<file path="src/sv/cltstore_fifo.sv">
// Small word queue between front and back, and the result queue.
// Depends on nothing; width is a parameter.
module cltstore_fifo #(
	parameter int WIDTH = 8
) (
	input  logic             clk,
	input  logic             arst_n,
	input  logic             wr,
	input  logic [WIDTH-1:0] wdata,
	output logic             full,
	input  logic             rd,
	output logic [WIDTH-1:0] rdata,
	output logic             empty
);
	logic [WIDTH-1:0] mem_q [2];
	logic             wp_q, rp_q;
	logic [1:0]       cnt_q;

	assign full  = cnt_q == 2'd2;
	assign empty = cnt_q == 2'd0;
	assign rdata = mem_q[rp_q];

	always_ff @(posedge clk) begin
		if (wr && !full) mem_q[wp_q] <= wdata;
	end

	always_ff @(posedge clk or negedge arst_n) begin
		if (!arst_n) begin
			wp_q <= 1'b0;
			rp_q <= 1'b0;
			cnt_q <= 2'd0;
		end else begin
			if (wr && !full) wp_q <= !wp_q;
			if (rd && !empty) rp_q <= !rp_q;
			cnt_q <= cnt_q + 2'(wr && !full) - 2'(rd && !empty);
		end
	end
endmodule

</file>
<file path="config.mk">
export PLATFORM = sky130hd
export DESIGN_NAME = cltstore_fifo
export DESIGN_NICKNAME = d
export VERILOG_FILES = /design/src/sv/cltstore_fifo.sv
export SDC_FILE = /design/constraint.sdc
export NUM_CORES = 1
export LEC_CHECK = 0
export ABC_AREA = 1
export BUFFER_PORTS_ARGS = -buffer_cell sky130_fd_sc_hd__buf_2
export CORE_MARGIN = 1.5
export CORE_UTILIZATION = 30
export DETAILED_ROUTE_END_ITERATION = 16
export GPL_TIMING_DRIVEN = 0
export PLACE_DENSITY = 0.48
export RECOVER_POWER = 100
export REMOVE_ABC_BUFFERS = 1
export SLEW_MARGIN = 20
export SYNTH_ARGS = -nofsm -noshare
export SYNTH_HDL_FRONTEND = slang
export SYNTH_SLANG_ARGS = --single-unit
</file>
<file path="constraint.sdc">
create_clock -name clk -period 1.3 [get_ports clk]
set_input_delay 0.26 -clock clk [delete_from_list [all_inputs] [get_ports clk]]
set_output_delay 0.26 -clock clk [all_outputs]
set_load 0.03 [all_outputs]
</file>
==> results of run 1 <==
area by class of cell:
cell class	instances	area share, %
inverters	11	3.676
clock buffers	3	1.697
multi-input cells	43	23.19
clock inverters	1	0.2828
repair inverters	1	0.3770
flip-flops and latches	20	43.83
repair buffers	39	24.13
well taps	30	2.828
cell usage in the layout (no fill, tap or decap), types with 3 or more instances in the layout:
master and n:
buf_4 12, edfxtp_1 16, nand2_4 6, nand2_1 16
nand2_2 15, buf_2 7, clkbuf_1 5, dfrtp_1 3
clkbuf_4 3, buf_6 13, inv_2 7
per-layer routing:
metal,part of all wire (%),vias to the layer above
met2,58,13
met3,4.3,0
met4,0,0
met1,38,296
li1,-,324
met5,0,-
power by group through the flow:
stage	sequential (W)	clock [W]	combinational (W)
5_1_grt	0.00103	0.000338	0.00217
6_report	0.00101	0.000294	0.00201
2_1_floorplan	0.000985	0	0.000762
3_5_place_dp	0.00102	0	0.00104
4_1_cts	0.000991	0.000304	0.00192
3_3_place_gp	0.00101	0	0.00102
registers in the layout (all words and copies together), names as in the netlist:
name,cells
rp_q,1
cnt_q,2
wp_q,1
mem_q,16
how the worst min path moves through the flow:
stage	start	endpoint	cells after the start	slack [ns]
3_3_place_gp	arst_n	cnt_q[0]	1	0.08
4_1_cts	wdata[6]	mem_q[1][6]	1	0.14
3_5_place_dp	arst_n	cnt_q[0]	1	0.08
2_1_floorplan	arst_n	cnt_q[0]	0	-0.04
5_1_grt	wdata[6]	mem_q[1][6]	1	0.13
6_report	wdata[6]	mem_q[0][6]	1	0.14
cells in the mapped netlist:
cell type  instances  area [µm²]
nand2_1           35       131.4
edfxtp_1          16       480.5
inv_1              9       33.78
dfrtp_1            4       100.1
ha_1               2       25.02
nand2_2            2       12.51
nand3_1            2       10.01
buf_6              1       11.26
clkinv_4           1       8.760
inv_2              1       3.750
nand3_2            1       10.01
nor2_1             1       3.750
through the flow:
stage / hold slack (ns) / TNS, ns / power, W
after CTS: 0.1396 / -1.161 / 0.003220
after detailed placement: 0.07631 / -2.438 / 0.002055
after floorplan: -0.03559 / -0.007411 / 0.001748
after global placement: 0.07642 / -2.782 / 0.002036
final: 0.1411 / -1.361 / 0.003315
after global routing: 0.1281 / -2.362 / 0.003537
worst reg2reg max path, cell delays in order, from the launching register on:
cell and delay, ns:
dfrtp_1 0.42, inv_2 0.11, nand2_4 0.07, nand2_2 0.09
inv_2 0.05, ha_4 0.26, inv_4 0.03, ha_4 0.15
nand3_2 0.05, nand2_1 0.05
repair_timing:
item | 4_1_cts | 5_1_grt
hold endpoints to repair | 4 | 0
setup endpoints to repair | 20 | 29
buffers inserted | 16 | 3
gates resized for setup | 55 | 11
pin swaps | 16 | 8
gates cloned | 0 | 1
hold buffers | 1 | 0
cell families (layout without fill, tap and decap cells):
family,after synthesis,count (layout)
buffers and inverters,12,55
adder cells (fa/ha/maj),2,2
flip-flops,20,20
AND/OR/NAND/NOR,41,41
==> metrics.txt, run 1 <==
worst path buffer plus inverter count 2; top achievable clock speed 685.2 MHz; share of the synthesized area in compound gates (AO/OA/AOI/OAI) 0%; Detailed Route Iter0 Violations 13; min-delay worst type input pin to flip-flop; data required time at the worst endpoint 1.04 ns; router iterations before antenna repair 3; die area 0.003094 mm²; clock latency on the worst-skew pair 0.30 ns; minimum setup slack after placement -0.2484 ns; combinational family with the most area after synthesis simple AND/OR/NAND/NOR gates; most congested layer reported by global routing met2; crit path time final 1.459 ns; pin count of the biggest net entering global routing 12; routed wire length 1695 µm; M2 GR Usage 22.96%; count of buffers from port buffering 21; number of non-filler instances in the completed layout 148; internal power 0.001945 W; register-to-register setup slack -0.06 ns; utilization after layout 52.16%; maximum vdd drop 1231 µV; cell count after placement 125; flop and latch count out of synthesis 20; count of unresolved DRC violations after routing 0; relative slew slack 82.42%; share of the yosys chip area belonging to registers 69.88%; estimated wirelength of the detail-placed design 974.7 µm; Netlist cell types 12; start-to-end type of the worst setup path flip-flop to primary output; number of pins exceeding their max-slew limit in the final report 0; Slowest cell on crit path dfrtp_2; clock buffers created by TritonCTS 3; unrepaired setup endpoints after global routing true; total number of yosys warnings 0; cell occurring most often along the worst timing path nand2_2; CTS Sinks 20; type of destination of the critical path primary output; number of nets with antenna violations after routing 0; via count of the first global-routing pass 668; worst-margin pin slew 0.2637 ns; sequential share of power 30.6%; via density per instance 4.277; period utilisation layout 112.3%; die span in x 55.63 µm; Maximum Capacitance Violations 0; post-synth design cell area 830.8 µm²; final-stage net count 133; critical path fanouts, max 6; data arrival time at the worst-slack endpoint 1.20 ns; failing checks setup timing; cell area power density 2497 mW/mm²; row cnt 18; area of the multi-input gates 307.8 µm²; boundary pin count 22; number of fill cells in the layout 245; Congestion Overflow GR 0; detailed-route wire length per cell 11.45 µm; xor/xnor cell area share of the yosys netlist 0%; clock share of power 8.9%; mux share of post-synthesis cell area 0%; average cell area after synthesis 11.08 µm²; launch instance of the worst register-to-register path cnt_q[0]; stages on the worst setup path 4; wire length of the first global-routing pass 2808 µm; PnR worst setup slack -0.1594 ns; RD Place Congestion 0.6969; run status finished with violations; clk root buf clkbuf_4; global-route met3 utilization 4.651%; Area Growth Syn to Fin 59.79%; Area after DPL 962.2 µm²; Max clock buf depth 2; die height 55.63 µm; Core ar. 0.002545 mm²; area of all sequential standard cells 581.8 µm²; ant diodes 0; synthesized netlist cell count 75; kind of cell adding the most delay to the critical path flip-flops; TritonCTS clock tree done; Critical Path Max Stage Delay 0.50 ns; net switching power 0.001370 W; R2R Path End cnt_q[1]; switch share 41.34%; adder-cell share of the synthesized area 3.012%; cells along the critical path buf_12, nand2_2, nand2_2, buf_6; final number of hold-violating endpoints 0; CP Launch Type flip-flop; fraction of layout cells with a size suffix above 1 61.86%; met1 global-route usage 12.22%; Leakage 0.6137 nW; GR Util All Layers 11.96%; Final Setup Violations 12; effective utilization at floorplan 32.65%; vias 633; Clock transition at path regs 0.11 ns; initial antenna violation count 0; path depth of the worst reg2reg path 9; CP startpoint rp_q; post-route clock skew 0.003814 ns; post-synthesis share of cell area spent on and, or, nand and nor gates 20.18%; critical path endpoint rdata[1]; part of the total power dissipated in combinational logic 60.6%; H-tree depth 1; Post-Layout Inst Area 0.001328 mm²
No activity file was read; power rests on OpenSTA's default activity.
==> run 2: changes to the inputs <==
--- a/config.mk
+++ b/config.mk
@@ -7,11 +7,13 @@
 export LEC_CHECK = 0
 export ABC_AREA = 1
 export BUFFER_PORTS_ARGS = -buffer_cell sky130_fd_sc_hd__buf_2
+export CELL_PAD_IN_SITES_DETAIL_PLACEMENT = 0
+export CELL_PAD_IN_SITES_GLOBAL_PLACEMENT = 1
 export CORE_MARGIN = 1.5
-export CORE_UTILIZATION = 30
+export CORE_UTILIZATION = 34
 export DETAILED_ROUTE_END_ITERATION = 16
 export GPL_TIMING_DRIVEN = 0
-export PLACE_DENSITY = 0.48
+export PLACE_DENSITY = 0.67
 export RECOVER_POWER = 100
 export REMOVE_ABC_BUFFERS = 1
 export SLEW_MARGIN = 20
==> run 2 against run 1 <==
Against the previous run:
- the flow still finishes with violations (setup timing)
- design area decreased by 3.3%
- global-route usage rose by 0.75 points
- clock-buffer cell count is 1 higher
- power decreased by 2.0%
- die area down 11%
- sequential power about the same
- core utilization grew 4.8 points
- via count down 1.9%
- register-to-register slack about the same
- critical path type unchanged
- largest power group unchanged
==> metrics.txt, run 2 (synthesis results as in run 1) <==
run status finished with violations; failing checks setup timing; PnR worst setup slack -0.1339 ns (+0.02554 ns); detailed-route wire length per cell 10.85 µm (-5.2%); number of nets with antenna violations after routing 0 (unchanged); TritonCTS clock tree done; router iterations before antenna repair 4 (+1); Leakage 0.5890 nW (-4.0%); path depth of the worst reg2reg path 9 (unchanged); number of fill cells in the layout 215 (-12%); most common cell after layout, fill and taps aside nand2_1; via count of the first global-routing pass 575 (-14%); number of non-filler instances in the completed layout 142 (-4.1%); routed wire length 1541 µm (-9.1%); post-route clock skew 0.006956 ns (+0.003142 ns); H-tree depth 1 (unchanged); clock buffers created by TritonCTS 3 (unchanged); vias 621 (-1.9%); die area 0.002749 mm² (-11%); minimum setup slack after placement -0.2618 ns (-0.01342 ns); Final Setup Violations 12 (unchanged); relative slew slack 82.94% (+0.52 points); data arrival time at the worst-slack endpoint 1.17 ns (-0.03 ns); registers with the highest flip-flop counts mem_q (16), cnt_q (2); detailed-route wire length on metal 1 663 µm (+2.6%); final number of hold-violating endpoints 0 (unchanged); initial antenna violation count 0 (unchanged); estimated wirelength of the detail-placed design 942.4 µm (-3.3%); worst-margin pin slew 0.2558 ns (-0.007845 ns); ant diodes 0 (unchanged); Detailed Route Iter0 Violations 3 (-10); die span in x 52.43 µm (-5.7%); Met2 Routed Length 811 µm (-17%); top achievable clock speed 697.4 MHz (+1.8%); crit path time final 1.434 ns (-0.02554 ns); Core ar. 0.002255 mm² (-11%); Max clock buf depth 2 (unchanged); fraction of layout cells with a size suffix above 1 57.89% (-4.0 points); area of all sequential standard cells 583.1 µm² (+0.22%); Post-Layout Inst Area 0.001284 mm² (-3.3%); register name with the most flops mem_q; Maximum Capacitance Violations 0 (unchanged); min-delay worst type input pin to flip-flop; cell occurring most often along the worst timing path nand2_1; cells along the critical path buf_4, nand2_1, nand2_1, buf_6; boundary pin count 22 (unchanged); via density per instance 4.373 (+2.2%); final-stage net count 129 (-3.0%); pin count of the biggest net entering global routing 12 (unchanged); max FFs per register 16 (unchanged); cell area power density 2531 mW/mm² (+1.4%); effective utilization at floorplan 36.85% (+4.2 points); die height 52.43 µm (-5.7%); cell depth of the worst hold path 1 (unchanged); met3 routed WL 57 µm (-22%); unrepaired setup endpoints after global routing true; period utilisation layout 110.3% (-2.0 points); utilization after layout 56.94% (+4.8 points); clock latency on the worst-skew pair 0.29 ns (about the same); CP Launch Type flip-flop; number of pins exceeding their max-slew limit in the final report 0 (unchanged); count of unresolved DRC violations after routing 0 (unchanged); commonest non-fill, non-tap cells in the layout nand2_1, edfxtp_1, buf_6; data required time at the worst endpoint 1.04 ns (about the same); critical path fanouts, max 6 (unchanged); row cnt 17 (-1); maximum vdd drop 1291 µV (+4.9%); area of the multi-input gates 285.3 µm² (-7.3%); type of destination of the critical path primary output; GR Util All Layers 12.71% (+0.75 points); count of buffers from port buffering 21 (unchanged); Critical Path Max Stage Delay 0.48 ns (-0.02 ns); RD Place Congestion 0.6196 (-11%); Total Negative Setup Slacks -1.039 ns (+0.3225 ns); Slowest cell on crit path dfrtp_2; Area Growth Syn to Fin 54.52%; Area after DPL 959.7 µm² (-0.26%); Congestion Overflow GR 0 (unchanged); CTS Sinks 20 (unchanged); start-to-end type of the worst setup path flip-flop to primary output; clk root buf clkbuf_4; Clock transition at path regs 0.11 ns (about the same); max layer used met4; cell count after placement 123 (-1.6%); wire length of the first global-routing pass 2456 µm (-13%)
## run 2: power breakdown
group,switching (W),total (W),internal [W]
clock network,0.000174,0.000345,0.000170
registers,0.000110,0.00101,0.000897
logic,0.00101,0.00190,0.000887
total,0.00130,0.00325,0.00195
## run 2: final cells by class
class,instances,area share [%]
clock buffers,4,2.827
well taps,28,2.729
inverters,11,3.801
repair buffers,36,23.00
multi-input cells,43,22.22
flip-flops and latches,20,45.42
## run 2: metrics by stage
stage / hold WS [ns] / total power [W]
2_1_floorplan: -0.03559 / 0.001748
3_3_place_gp: 0.07835 / 0.002026
3_5_place_dp: 0.07741 / 0.002046
4_1_cts: 0.1442 / 0.003120
5_1_grt: 0.1348 / 0.003453
6_report: 0.1546 / 0.003249
## run 2: final timing paths
path                               start           to  slack, ns
worst max-delay path                rp_q     rdata[2]      -0.13
worst min-delay path            wdata[3]  mem_q[0][3]       0.15
worst max register to register  cnt_q[1]     cnt_q[1]      -0.06
worst min register to register      wp_q         wp_q       0.49
max in group asynchronous         arst_n         rp_q       0.75
min in group asynchronous         arst_n     cnt_q[0]       0.33
## run 2: what timing repair did
| action | CTS | global route |
|---|---|---|
| hold buffers | 1 | 0 |
| setup endpoints to repair | 20 | 28 |
| resized for setup | 47 | 12 |
| hold endpoints to repair | 4 | 0 |
| setup buffers | 13 | 2 |
| pin swaps | 10 | 7 |
## run 2: per-layer routing
metal | vias to the layer above | GRT usage (%)
met5 | - | 0
met4 | 0 | 5.128
met3 | 2 | 2.571
met2 | 14 | 21.67
met1 | 289 | 15.63
li1 | 316 | -
## run 2: critical path, delay by kind of cell, from the launching register on
family | cells | cell delay [ns]
buffers and inverters | 2 | 0.29
DFF | 1 | 0.48
and+or+nand+nor | 2 | 0.11
